===== src/rtl/grr_pkg.sv =====
// ----------------------------------------------------------------------------
// grr_pkg
// Shared constants, types and helpers for the group reverse reorder block.
// ----------------------------------------------------------------------------
package grr_pkg;

    localparam int MAX_GROUP   = 16;
    localparam int DATA_WIDTH  = 32;
    localparam int CFG_W       = 5;
    localparam int IDX_W       = (MAX_GROUP > 1) ? $clog2(MAX_GROUP) : 1;
    localparam int COUNT_W     = $clog2(MAX_GROUP + 1);
    localparam int NUM_BANKS   = 2;
    localparam int BANK_W      = 1;
    localparam int ADDR_W      = BANK_W + IDX_W;
    localparam int MEM_DEPTH   = NUM_BANKS * (1 << IDX_W);

    typedef logic signed [DATA_WIDTH-1:0] data_t;

    typedef struct packed {
        logic [BANK_W-1:0]  bank;
        logic [COUNT_W-1:0] count;
        logic               reverse;
        logic               last;
    } grr_desc_t;

    typedef struct packed {
        logic              en;
        logic [ADDR_W-1:0] addr;
        data_t             data;
    } grr_wr_t;

    function automatic logic [COUNT_W-1:0] grr_eff_size(input logic [CFG_W-1:0] gs);
        if (gs == '0) begin
            return COUNT_W'(1);
        end
        if (int'(gs) > MAX_GROUP) begin
            return COUNT_W'(MAX_GROUP);
        end
        return COUNT_W'(gs);
    endfunction

endpackage


===== src/rtl/group_reverse_reorder.sv =====
// ----------------------------------------------------------------------------
// group_reverse_reorder
// Reverse a stream in groups of the configured size; emit a short tail as is.
// ----------------------------------------------------------------------------
// Path: group descriptor queue, then read register, then output register.
// Throughput: one beat per cycle in and out while m_ready holds; two group banks
// overlap fill and drain; input stalls only while both hold undrained groups.
// Reset: group size returns to 1, fill count, queue and output stages clear;
// bank contents are left as they are.
// ----------------------------------------------------------------------------
module group_reverse_reorder (
    input  logic                       aclk,
    input  logic                       aresetn,
    input  logic                       cfg_valid,
    output logic                       cfg_ready,
    input  logic [grr_pkg::CFG_W-1:0]  cfg_data,
    input  logic                       s_valid,
    output logic                       s_ready,
    input  grr_pkg::data_t             s_item_value,
    input  logic                       s_item_last,
    output logic                       m_valid,
    input  logic                       m_ready,
    output grr_pkg::data_t             m_out_value,
    output logic                       m_out_last
);
    import grr_pkg::*;

    logic      push;
    logic      pop;
    logic      q_full;
    logic      q_valid;
    grr_desc_t push_desc;
    grr_desc_t q_head;
    grr_wr_t   wr;

    assign cfg_ready = 1'b1;

    grr_front u_front (
        .aclk         (aclk),
        .aresetn      (aresetn),
        .cfg_valid    (cfg_valid),
        .cfg_data     (cfg_data),
        .s_valid      (s_valid),
        .s_ready      (s_ready),
        .s_item_value (s_item_value),
        .s_item_last  (s_item_last),
        .q_full       (q_full),
        .push         (push),
        .push_desc    (push_desc),
        .wr           (wr)
    );

    grr_queue u_queue (
        .aclk      (aclk),
        .aresetn   (aresetn),
        .push      (push),
        .push_desc (push_desc),
        .pop       (pop),
        .full      (q_full),
        .valid     (q_valid),
        .head      (q_head)
    );

    grr_back u_back (
        .aclk        (aclk),
        .aresetn     (aresetn),
        .wr          (wr),
        .q_valid     (q_valid),
        .q_head      (q_head),
        .pop         (pop),
        .m_valid     (m_valid),
        .m_ready     (m_ready),
        .m_out_value (m_out_value),
        .m_out_last  (m_out_last)
    );

endmodule


===== src/rtl/grr_front.sv =====
// ----------------------------------------------------------------------------
// grr_front
// Accept items, write them into the current group bank and close groups.
// ----------------------------------------------------------------------------
module grr_front (
    input  logic                       aclk,
    input  logic                       aresetn,
    input  logic                       cfg_valid,
    input  logic [grr_pkg::CFG_W-1:0]  cfg_data,
    input  logic                       s_valid,
    output logic                       s_ready,
    input  grr_pkg::data_t             s_item_value,
    input  logic                       s_item_last,
    input  logic                       q_full,
    output logic                       push,
    output grr_pkg::grr_desc_t         push_desc,
    output grr_pkg::grr_wr_t           wr
);
    import grr_pkg::*;

    logic [CFG_W-1:0]   group_size_reg;
    logic [IDX_W-1:0]   fill_reg;
    logic [IDX_W-1:0]   fill_next;
    logic [BANK_W-1:0]  bank_reg;
    logic [BANK_W-1:0]  bank_next;
    logic [COUNT_W-1:0] k;
    logic [COUNT_W-1:0] n;
    logic               accept;
    logic               full_group;

    always_comb begin
        k          = grr_eff_size(group_size_reg);
        n          = COUNT_W'(fill_reg) + COUNT_W'(1);
        s_ready    = !q_full;
        accept     = s_valid && s_ready;
        full_group = (n >= k);
        push       = accept && (full_group || s_item_last);

        push_desc.bank    = bank_reg;
        push_desc.count   = n;
        push_desc.reverse = full_group;
        push_desc.last    = s_item_last;

        wr.en   = accept;
        wr.addr = {bank_reg, fill_reg};
        wr.data = s_item_value;

        fill_next = fill_reg;
        bank_next = bank_reg;
        if (push) begin
            fill_next = '0;
            bank_next = ~bank_reg;
        end else if (accept) begin
            fill_next = IDX_W'(n);
        end
    end

    always_ff @(posedge aclk) begin
        if (!aresetn) begin
            group_size_reg <= CFG_W'(1);
            fill_reg       <= '0;
            bank_reg       <= '0;
        end else begin
            if (cfg_valid) begin
                group_size_reg <= cfg_data;
            end
            fill_reg <= fill_next;
            bank_reg <= bank_next;
        end
    end

    a_last_closes: assert property (@(posedge aclk) disable iff (!aresetn)
        accept && s_item_last |-> push)
        else $error("last item did not close its group");

    a_push_clears_fill: assert property (@(posedge aclk) disable iff (!aresetn)
        push |=> fill_reg == '0)
        else $error("fill count not cleared after group close");

endmodule


===== src/rtl/grr_queue.sv =====
// ----------------------------------------------------------------------------
// grr_queue
// Two-entry descriptor queue between the front and the back, one per bank.
// ----------------------------------------------------------------------------
module grr_queue (
    input  logic                aclk,
    input  logic                aresetn,
    input  logic                push,
    input  grr_pkg::grr_desc_t  push_desc,
    input  logic                pop,
    output logic                full,
    output logic                valid,
    output grr_pkg::grr_desc_t  head
);
    import grr_pkg::*;

    grr_desc_t  entry_reg [NUM_BANKS];
    logic       wr_ptr_reg;
    logic       rd_ptr_reg;
    logic [1:0] cnt_reg;
    logic [1:0] cnt_next;

    always_comb begin
        full  = (cnt_reg == 2'd2);
        valid = (cnt_reg != 2'd0);
        head  = entry_reg[rd_ptr_reg];
        cnt_next = cnt_reg;
        if (push && !pop) begin
            cnt_next = cnt_reg + 2'd1;
        end else if (pop && !push) begin
            cnt_next = cnt_reg - 2'd1;
        end
    end

    always_ff @(posedge aclk) begin
        if (push) begin
            entry_reg[wr_ptr_reg] <= push_desc;
        end
    end

    always_ff @(posedge aclk) begin
        if (!aresetn) begin
            wr_ptr_reg <= 1'b0;
            rd_ptr_reg <= 1'b0;
            cnt_reg    <= 2'd0;
        end else begin
            if (push) begin
                wr_ptr_reg <= ~wr_ptr_reg;
            end
            if (pop) begin
                rd_ptr_reg <= ~rd_ptr_reg;
            end
            cnt_reg <= cnt_next;
        end
    end

    a_no_overflow: assert property (@(posedge aclk) disable iff (!aresetn)
        !(push && full) && !(pop && !valid))
        else $error("descriptor queue overflow or underflow");

endmodule


===== src/rtl/grr_back.sv =====
// ----------------------------------------------------------------------------
// grr_back
// Hold the group banks and drain each closed group in forward or reverse order.
// ----------------------------------------------------------------------------
module grr_back (
    input  logic                aclk,
    input  logic                aresetn,
    input  grr_pkg::grr_wr_t    wr,
    input  logic                q_valid,
    input  grr_pkg::grr_desc_t  q_head,
    output logic                pop,
    output logic                m_valid,
    input  logic                m_ready,
    output grr_pkg::data_t      m_out_value,
    output logic                m_out_last
);
    import grr_pkg::*;

    data_t              mem [MEM_DEPTH];
    data_t              rd_data_reg;
    logic               rd_last_reg;
    logic               rd_valid_reg;
    data_t              o_data_reg;
    logic               o_last_reg;
    logic               o_valid_reg;
    logic [IDX_W-1:0]   idx_reg;
    logic [IDX_W-1:0]   idx_next;
    logic [COUNT_W-1:0] top;
    logic [IDX_W-1:0]   offset;
    logic               move;
    logic               issue;
    logic               end_item;

    always_comb begin
        top      = q_head.count - COUNT_W'(1);
        move     = rd_valid_reg && (!o_valid_reg || m_ready);
        issue    = q_valid && (!rd_valid_reg || move);
        end_item = (idx_reg == IDX_W'(top));
        pop      = issue && end_item;
        offset   = q_head.reverse ? IDX_W'(top - COUNT_W'(idx_reg)) : idx_reg;
        idx_next = idx_reg;
        if (pop) begin
            idx_next = '0;
        end else if (issue) begin
            idx_next = idx_reg + IDX_W'(1);
        end
    end

    always_ff @(posedge aclk) begin
        if (wr.en) begin
            mem[wr.addr] <= wr.data;
        end
        if (issue) begin
            rd_data_reg <= mem[{q_head.bank, offset}];
            rd_last_reg <= q_head.last && end_item;
        end
        if (move) begin
            o_data_reg <= rd_data_reg;
            o_last_reg <= rd_last_reg;
        end
    end

    always_ff @(posedge aclk) begin
        if (!aresetn) begin
            idx_reg      <= '0;
            rd_valid_reg <= 1'b0;
            o_valid_reg  <= 1'b0;
        end else begin
            idx_reg      <= idx_next;
            rd_valid_reg <= issue || (rd_valid_reg && !move);
            o_valid_reg  <= move || (o_valid_reg && !m_ready);
        end
    end

    assign m_valid     = o_valid_reg;
    assign m_out_value = o_data_reg;
    assign m_out_last  = o_last_reg;

    a_rd_hold: assert property (@(posedge aclk) disable iff (!aresetn)
        rd_valid_reg && !move |=> rd_valid_reg && $stable(rd_data_reg))
        else $error("read stage lost a beat under stall");

endmodule


===== config.mk =====
export PLATFORM = sky130hd
export DESIGN_NAME = group_reverse_reorder
export DESIGN_NICKNAME = d
export VERILOG_FILES = /design/src/rtl/grr_pkg.sv /design/src/rtl/group_reverse_reorder.sv /design/src/rtl/grr_front.sv /design/src/rtl/grr_queue.sv /design/src/rtl/grr_back.sv
export SDC_FILE = /design/constraint.sdc
export NUM_CORES = 1
export LEC_CHECK = 0
export BUFFER_PORTS_ARGS = -buffer_cell sky130_fd_sc_hd__buf_2
export CAP_MARGIN = 20
export CORE_UTILIZATION = 40
export CTS_CLUSTER_SIZE = 28
export DETAILED_ROUTE_END_ITERATION = 10
export GPL_TIMING_DRIVEN = 0
export SETUP_SLACK_MARGIN = 0.3
export SYNTH_ARGS = -nofsm -noshare
export SYNTH_HDL_FRONTEND = slang
export SYNTH_SLANG_ARGS = --single-unit
export TNS_END_PERCENT = 50

===== constraint.sdc =====
create_clock -name aclk -period 4.5 [get_ports aclk]
set_clock_uncertainty 0.05 [all_clocks]
set_input_delay 1.125 -clock aclk [delete_from_list [all_inputs] [get_ports aclk]]
set_output_delay 1.125 -clock aclk [all_outputs]
set_load 0.005 [all_outputs]

==> results.py <==
metrics = {
    "run_status": {
        "status": "finished, final reports clean",
    },
    "placed_design": {
        "place_inst": 3856,
        "place_congestion": 0.8392,
        "port_buffers": 76,
        "dp_hpwl_mm": 75.68,
    },
    "synth": {
        "synth_nets": 2400,
        "ys_seq_elements": 1125,
        "seq_area_frac_synth_pct": 76.77,
        "avgSynthCellArea_um2": 18.68,
        "yosysUniqueCellTypes": 40,
        "synth_warnings": 0,
        "synth_area_um2": 43730,
        "syn_inst": 2341,
    },
    "timing": {
        "relSlewSlack_pct": 23.21,
        "whs_ps": 367.4,
        "period_minus_slack_ps": 4104,
        "setup_violations": 0,
        "report.final.slew_viol_count": 0,
        "hold_violations": 0,
        "post-route-period-util_pct": 91.20,
        "fmax_ghz": 0.2437,
        "max_slew.worst_pin.slew_ps": 1152,
        "rsz0062_at_grt": "true",
    },
    "critical_path": {
        "crit_type": "flip-flop to flip-flop",
        "crit_buf_inv": 4,
        "slowest_stage": "a211oi_1",
        "cp_slowest_stage_delay_ps": 430,
        "arrival_ps": 4510,
        "cp-start-kind": "flip-flop",
        "cp_max_fo": 10,
        "end_kind": "flip-flop",
        "r2r_slack_ps": 400,
        "crit_chain": "buf_4 > mux2i_2 > inv_1 > ha_1 > fa_1 > xnor2_1 > mux2_2 > nand2_1 > buf_4 > buf_2 > o22ai_1 > a221oi_2 > mux2i_1 > a211oi_1",
        "cp_data_required_time_ps": 4900,
        "cpLargestDelayFamily": "compound AO/OA/AOI/OAI gates",
        "cpMostUsedCell": "buf_4",
    },
    "clock_network": {
        "cts.sinks": 1125,
        "postCtsHoldBufs": 0,
        "clk_pin_slew_ps": 60,
        "worstSkewPairLatency_ps": 700,
        "ctsHtreeMaxLevel": 3,
        "clockRootBuffer": "clkbuf_16",
        "max-clock-path-buffers": 3,
        "cts_made_buffers": 112,
        "cts_tree": "done",
    },
    "hold_path": {
        "min_from": "u_back.rd_data_reg[7]",
        "hold_class": "flip-flop to flip-flop",
    },
    "detailed_routing": {
        "dr.pass1.iters": 7,
        "viasPerCell": 5.601,
        "wl_per_cell_um": 27.49,
        "first_iter_violations": 1958,
        "post-route-drc-count": 0,
        "vias": 22789,
        "wirelength_mm": 111.8,
        "drtAntennaViolNets": 0,
    },
    "floorplan": {
        "num_rows": 120,
        "core_area_um2": 107700,
        "io-pin-count": 79,
        "die_h_um": 332.7,
        "start_util_pct": 40.62,
        "dieArea_um2": 110700,
        "die_w_um": 332.7,
    },
    "cells_and_area": {
        "drive_above_1_share_pct": 26.73,
        "fillers": 8794,
        "area_growth_pct": 16.39,
        "fin_nets": 2629,
        "stdcell_count": 4069,
        "postLayoutCoreUtil_pct": 47.28,
        "largest_reg_flops": 1024,
    },
    "global_route": {
        "antenna_found_initial": 4,
        "grt.overflow.total": 0,
        "grt_max_degree": 33,
        "grt_pass1_wl_mm": 161.6,
        "grt_pass1_vias": 23656,
        "track_usage_pct": 20.14,
    },
    "power": {
        "p_leak_nw": 17.27,
        "seqPwrFrac_pct": 36.1,
        "p_per_area_nw_per_um2": 677.8,
        "p_int_mw": 22.28,
        "power_switching_mw": 12.22,
        "p_clk_share_pct": 26.6,
        "comb_power_share_pct": 37.3,
        "ir_worst_vdd_uv": 502.0,
        "switching_share_pct": 35.43,
        "power.total_mw": 34.50,
    },
    "run": {
        "cap_violations": 0,
    },
}
through the flow:
step | worst slack [ps] | area [µm²] | setup TNS (ps)
after CTS | 219.0 | 50760 | 0
after detailed placement | -585.3 | 46890 | -7510
after global routing | 272.8 | 50900 | 0
after floorplan | 782.6 | 43730 | 0
final | 396.2 | 50900 | 0
after global placement | -1418 | 45870 | -977900
final timing paths:
kind,end,cells after the start
setup / recovery,u_back.rd_data_reg[15],14
setup reg to reg,u_back.rd_data_reg[15],14
hold reg to reg,u_back.m_out_value[7],0
hold / removal,u_back.m_out_value[7],0
power by group through the flow:
stage               registers [mW]  logic [mW]  clock network (mW)
finish                        12.5        12.9                9.18
global route                  12.5        13.5                9.75
CTS                           12.5        12.7                9.33
detailed placement            12.7        12.2                   0
global placement              12.7        11.8                   0
floorplan                     12.7        7.37                   0
cells by family after synthesis:
logic type      after synthesis  synth area share (%)
flops                      1125                 76.77
mux                         561                 13.64
compound gates              306                 5.190
simple gates                166                 1.822
buf+inv                     149                 1.762
xor+xnor                     17                0.3405
fa+ha+maj                    16                0.4749
other cells                   1              0.008575
per-layer routing:
metal | GRT usage [%] | routed length [µm] | vias up
li1 | - | - | 10023
met5 | 0 | 0 | -
met4 | 6.501 | 3248 | 0
met3 | 4.017 | 7762 | 154
met2 | 34.30 | 55260 | 748
met1 | 25.73 | 45570 | 11864
what timing repair did:
action                     4_1_cts  5_1_grt
setup endpoints to repair       32       31
buffers inserted                 0        2
pin swaps                        6        2
gates resized for setup         69       53
cloned                           0        0
layout by cell type, fill, tap and decap left out, types with 4 or more instances in the layout:
master / count
dfxtp_1: 21
and2_1: 6
o22ai_1: 128
inv_1: 9
nor2_1: 18
a221oi_1: 116
o21ai_0: 4
buf_4: 45
buf_16: 8
nor2b_1: 8
bufinv_16: 11
edfxtp_1: 1104
clkinvlp_4: 4
buf_12: 27
xor2_1: 8
inv_6: 4
mux2_2: 258
clkbuf_1: 51
nor2_4: 32
buf_6: 10
clkinv_4: 4
buf_2: 100
clkbuf_16: 113
a211oi_1: 16
a221oi_2: 9
clkinv_1: 25
ha_1: 15
mux2i_2: 4
nand2b_1: 4
xnor2_1: 9
a211oi_4: 4
mux2i_1: 297
a21oi_1: 5
nor3_1: 67
clkinv_2: 18
clkbuf_2: 32
a211oi_2: 12
nand2_1: 16
cells in the mapped netlist (all sizes together):
| library cell | instances | area share [%] |
|---|---|---|
| xnor2 | 9 | 0.18 |
| a21oi | 6 | 0.069 |
| mux2 | 258 | 6.6 |
| fa | 1 | 0.046 |
| ha | 15 | 0.43 |
| or3 | 2 | 0.029 |
| nand3b | 3 | 0.051 |
| and3 | 1 | 0.014 |
| dfxtp | 21 | 0.96 |
| clkbuf | 67 | 0.58 |
| nor3b | 1 | 0.017 |
| nand3 | 2 | 0.023 |
| o22ai | 128 | 1.8 |
| buf | 73 | 1.1 |
| o21ai | 5 | 0.057 |
| a211oi | 32 | 0.55 |
| and2 | 6 | 0.086 |
| mux2i | 303 | 7.0 |
| nor2b | 9 | 0.13 |
| nor2 | 50 | 0.43 |
| conb | 1 | 0.0086 |
| a221oi | 128 | 2.6 |
| nor3 | 67 | 0.77 |
| inv | 9 | 0.077 |
| nand2b | 4 | 0.057 |
| a21o | 1 | 0.017 |
| or3b | 2 | 0.040 |
| xor2 | 8 | 0.16 |
| edfxtp | 1104 | 76 |
| a21boi | 2 | 0.034 |
| nand2 | 16 | 0.14 |
| o31ai | 1 | 0.017 |
| nand4 | 3 | 0.043 |
| o21a | 3 | 0.051 |
area by class of cell:
class,count,area (µm²),share of cell area [%]
clock buffers,137,2918,5.732
plain buffers,140,828.3,1.627
flip-flops and latches,1125,33570,65.96
well taps,1403,1755,3.449
repair buffers,115,1179,2.316
clock inverters,71,726.9,1.428
inverters,9,33.78,0.06637
diodes,2,5.005,0.009832
multi-input cells,1067,9883,19.42
Note: power is estimated with default switching activity, not from simulation.
